--- src/hw/rtl/trt_div_cell.sv ---
// ----------------------------------------------------------------------------
// Divider cell
// One restoring division step: brings in one numerator bit, subtracts the
// divisor when it fits and shifts the quotient bit in.
// ----------------------------------------------------------------------------
module trt_div_cell #(
	parameter int NW = 42,
	parameter int DW = 10
) (
	input  logic          clk,
	input  logic          en,
	input  logic [DW-1:0] rem_i,
	input  logic [NW-1:0] num_i,
	input  logic [DW-1:0] div_i,
	output logic [DW-1:0] rem_o,
	output logic [NW-1:0] num_o,
	output logic [DW-1:0] div_o
);
	logic [DW:0] trial;
	logic        fits;
	logic [DW:0] diff;

	always_comb begin
		trial = {rem_i, num_i[NW-1]};
		fits  = trial >= {1'b0, div_i};
		diff  = trial - {1'b0, div_i};
	end

	always_ff @(posedge clk) begin
		if (en) begin
			rem_o <= fits ? diff[DW-1:0] : trial[DW-1:0];
			num_o <= {num_i[NW-2:0], fits};
			div_o <= div_i;
		end
	end
endmodule

--- config.mk ---
export PLATFORM = sky130hd
export DESIGN_NAME = trt_div_cell
export DESIGN_NICKNAME = d
export VERILOG_FILES = /design/src/hw/rtl/trt_div_cell.sv
export SDC_FILE = /design/constraint.sdc
export NUM_CORES = 1
export LEC_CHECK = 0
export ABC_AREA = 1
export BUFFER_PORTS_ARGS = -buffer_cell sky130_fd_sc_hd__buf_2
export CORE_MARGIN = 8
export CORE_UTILIZATION = 40
export DETAILED_ROUTE_END_ITERATION = 16
export MAX_ROUTING_LAYER = met4
export PLACE_DENSITY = 0.71
export REMOVE_ABC_BUFFERS = 1
export SLEW_MARGIN = 15
export SYNTH_ARGS = -nofsm -noshare
export SYNTH_HDL_FRONTEND = slang
export SYNTH_SLANG_ARGS = --single-unit
--- constraint.sdc ---
create_clock -name clk -period 5 [get_ports clk]
set_input_delay 1 -clock clk [delete_from_list [all_inputs] [get_ports clk]]
set_output_delay 1 -clock clk [all_outputs]
set_load 0.01 [all_outputs]
After elaboration in Yosys (flattened, before gate mapping)
Cells that the tools add are included.

word-level totals
  output and inout port bits = 62
  input bits = 64
  register bits after elaboration = 62
  word-level logic and storage cells = 6

operators by class
  order comparisons = 1
  add/sub/neg operators = 1
  multiplexer cells = 1

operators by type and width
  kind              count
  $ge A11 B10 Y1    1
  $mux W10          1
  $sub A10 B10 Y10  1

Logic depth before layout (Yosys ltp)
  word-level depth = 2
  depth in mapped cells = 12
  depth with buffers taken out = 12

Worst setup path before layout
OpenSTA, ideal clock, no wires.

  path type = input -> register
  from = input port div_i[5]
  to = register rem_o[9], data pin
  path slack = 2.626 ns
  path buffers = 1
  data required time = 4.748 ns
  setup time = 0.252 ns
  arrival time = 2.122 ns
  stages = 11
  cells stage by stage = inv_1 > ha_1 > nand2_1 > inv_1 > a21oi_2 > nand2_2 > nand2_2 > nand2_4 > buf_12 > nand3_4 > nand2_2

on the way
  cells in the longest elaborated chain, start to end = 2
  elaborated cells on any way between the ends = 3
  classes of those cells = add/sub (1); order compare (1); mux (1)

ends and longest elaborated chain
  element               line  RTL
  from (decl)           14    input logic [DW-1:0] div_i,
  $ge A11 B10 Y1        25    fits = trial >= {1'b0, div_i};
  via fits              20    logic fits;
  $mux W10              31    rem_o <= fits ? diff[DW-1:0] : trial[DW-1:0];
  to (signal assigned)  31
  to (decl)             15    output logic [DW-1:0] rem_o,

The timed path passes the listed nets, and every way through them passes these cells.
A chain may end at the register's enable or synchronous reset.

Final worst setup path
  from = input port div_i[5]
  to = register rem_o[3], data pin

on the way
  cells in the longest elaborated chain, start to end = 2

ends and longest elaborated chain
  element         line
  $ge A11 B10 Y1  25
  $mux W10        31

No other way between the ends.

==> impl_results.md <==
* Synthesized cell area at 2630 sq um
* Syn avg cell area at around 13 sq um
* Crit path DAT at 2440 ps
* Sequential fraction of the synthesis area at 70.9%
* WL/cell at about 15 um
* Psw at roughly 0.00032 W
* Sw frac at 25.5%
* DP HPWL at 4990 um
* CTS buffer count at 9
* Max Root-Sink Buffers at 2
* Port-buffer cells at 125
* Slew Limit Fails at 0
* Actual slew at the worst max-slew pin at around 560 ps
* Clock-pin slew on the worst setup and hold paths at 70 ps
* Die X at 97.0 um
* Status: complete, no violations
* Largest net degree at the start of global routing at 39
* Tcrit/Tclk final at 46.8%
* Reg power frac at 50.6%
* Initial Util at 41.3%
* Clock Tree Root: clkbuf_8
* Crit Path Max Fanout at 13
* Synth Instances at around 200
* Min Tclk post-route at around 2300 ps
* First-pass GRT wire length at 10,200 um
* Max-cap viol count at 0
* FF/Latch Area at 1860 sq um
* Antenna violations before repair at 0
* Filler Cells Inserted at 534
* Yosys cell types at 24
* Setup TNS Final at 0 ps
* Vias in the first global route at about 2,000
* FP Rows at 29
* Kind of critical path: in -> reg
* Final nets at 410
* Grt ovf at 0
* Final Hold Viols at 0
* Metal2 WL at 2930 um
* Synth top area share at 70.9%
* Post-CTS Setup Bufs at 0
* PD cells at about 360 nW/um^2
* Layout cells sized above 1 at a little under half
* Logic pwr share at 15.9%
* Full die area at between 9000 and 10,000 sq um
* Core ar. at 6350 sq um
* Via density at about 4.6
* Worst hold margin at a little over 800 ps
* Synth warn at 0
* CTS Hold Bufs at 0
* RSZ-0062 raised after global routing: false
* Hold Crit Class: in -> reg
* Vias at 1,915
* VDD IR max at 215 uV
* DR top layer: met4
* Final wirelength at around 6400 um
* Final Util at 55.5%
* Met3 routed WL at 610 um
* CP required at 5100 ps
* Final setup viols at 0
* Crit. End Element: register
* GR Util All Layers at between 10 and 15%
* Antenna diodes at 0
* Cts repair resizes at 0
* Internal power at between 0.0009 and 0.001 W
* TritonCTS clock tree: done
* Multi-input gate area at 638 sq um
* H-tree levels at 3
* Synth area leader: edfxtp_1
* Clock power share at 33.5%
* Crit path launch type: primary input
* Initial DRC Count at 55
* Fmax at 428 MHz
* Worst slew margin at 62.5%
* Routed Antenna Nets at 0
* Post-Route M1 WL at between 2000 and 3000 um
* DRC viols at 0
* Drt pass-1 iters at 4
* Die H at ~97 um
* Top area cells in the synthesized netlist: edfxtp_1 71%, nand2_1 7.4%, ha_1 4.8%, inv_1 3.9%, nand2_2 2.1%
* Register bit total from synthesis at 62
* # IOs at roughly 130
* P&R area growth vs syn at 34.3%
* Sink Count at 62
* Routability Congestion at roughly 0.86
* P_leak at 1.69 nW
==> cell type report <==
cell class / count / share of cell area (%)
flip-flops and latches: 62 / 52.8
multi-input cells: 108 / 18.1
repair buffers: 126 / 18.0
clock buffers: 10 / 3.62
inverters: 28 / 2.98
well taps: 77 / 2.73
clock inverters: 6 / 1.77
==> cell families (layout without fill, tap and decap cells) <==
family,after synthesis,in the layout,synth area share [%]
buffers and inverters,29,170,4.77
AO/OA/AOI/OAI,7,7,1.57
flip-flops,62,62,70.9
AND/OR/NAND/NOR,87,87,16.2
adder cells (fa/ha/maj),11,11,5.53
XOR/XNOR,3,3,1.00
==> worst max-delay path, stage by stage <==
cell,delay [ps]
buf_2,90
inv_1,40
ha_1,360
nand2_1,130
nor2_2,130
nand2_2,70
nand2_2,70
nand2_2,60
nand2_4,190
inv_2,150
nand2_1,90
nand2_1,50
==> metrics by stage <==
stage	cells	total power [W]	setup WS [ps]	cell area [sq um]
after floorplan	198	0.000753	2620	2610
after global placement	401	0.000847	2350	3330
after detailed placement	401	0.000851	2300	3330
after CTS	417	0.00128	2680	3520
after global routing	417	0.00132	2550	3520
final	417	0.00126	2660	3520
==> metal layers <==
| metal | track usage (%) | vias to the layer above |
|---|---|---|
| met5 | - | - |
| met4 | 8.17 | 0 |
| met3 | 5.26 | 13 |
| met2 | 21.9 | 93 |
| met1 | 15.5 | 859 |
| li1 | - | 950 |
==> path summary, 6_finish.rpt <==
kind	from	end	slack, ps	depth (start not counted)
worst max-delay path	div_i[5]	rem_o[3]$_DFFE_PP_	2660	12
worst min-delay path	num_i[10]	num_o[11]$_DFFE_PP_	830	1
==> power by group through the flow <==
| stage | clock network, W | logic, W | registers [W] |
|---|---|---|---|
| after floorplan | 0 | 0.0000770 | 0.000676 |
| after CTS | 0.000437 | 0.000204 | 0.000637 |
| after global placement | 0 | 0.000200 | 0.000647 |
| after detailed placement | 0 | 0.000204 | 0.000648 |
| after global routing | 0.000459 | 0.000223 | 0.000641 |
| final | 0.000422 | 0.000200 | 0.000637 |
==> cell usage after synthesis <==
| cell type | instances |
|---|---|
| and2_4 | 1 |
| edfxtp_1 | 62 |
| xor2_1 | 3 |
| fa_1 | 1 |
| nand4_1 | 1 |
| buf_12 | 1 |
| inv_1 | 27 |
| ha_1 | 10 |
| nor3_1 | 1 |
| nor2_2 | 2 |
| inv_2 | 1 |
| nand2_4 | 1 |
| nand2_1 | 52 |
| nand3_4 | 1 |
| o21bai_1 | 1 |
| nand2_2 | 9 |
| a21oi_1 | 4 |
| o21ai_0 | 1 |
| nand3_2 | 4 |
| nand3b_1 | 1 |
| a21oi_2 | 1 |
| nand3_1 | 8 |
| nor2_1 | 5 |
| or2_0 | 1 |
==> sequential cells by signal (all words and copies together), names as in the netlist <==
signal	cells
div_o	10
num_o	42
rem_o	10
==> cell usage in the layout (no fill, tap or decap), drive strengths merged, types with 3 or more instances in the layout <==
| cell type | n |
|---|---|
| buf | 126 |
| a21oi | 5 |
| nor2 | 7 |
| edfxtp | 62 |
| clkbuf | 10 |
| xor2 | 3 |
| nand3 | 13 |
| nand2 | 62 |
| inv | 28 |
| clkinv | 5 |
| ha | 10 |
Note: power is estimated with default switching activity, not from simulation.
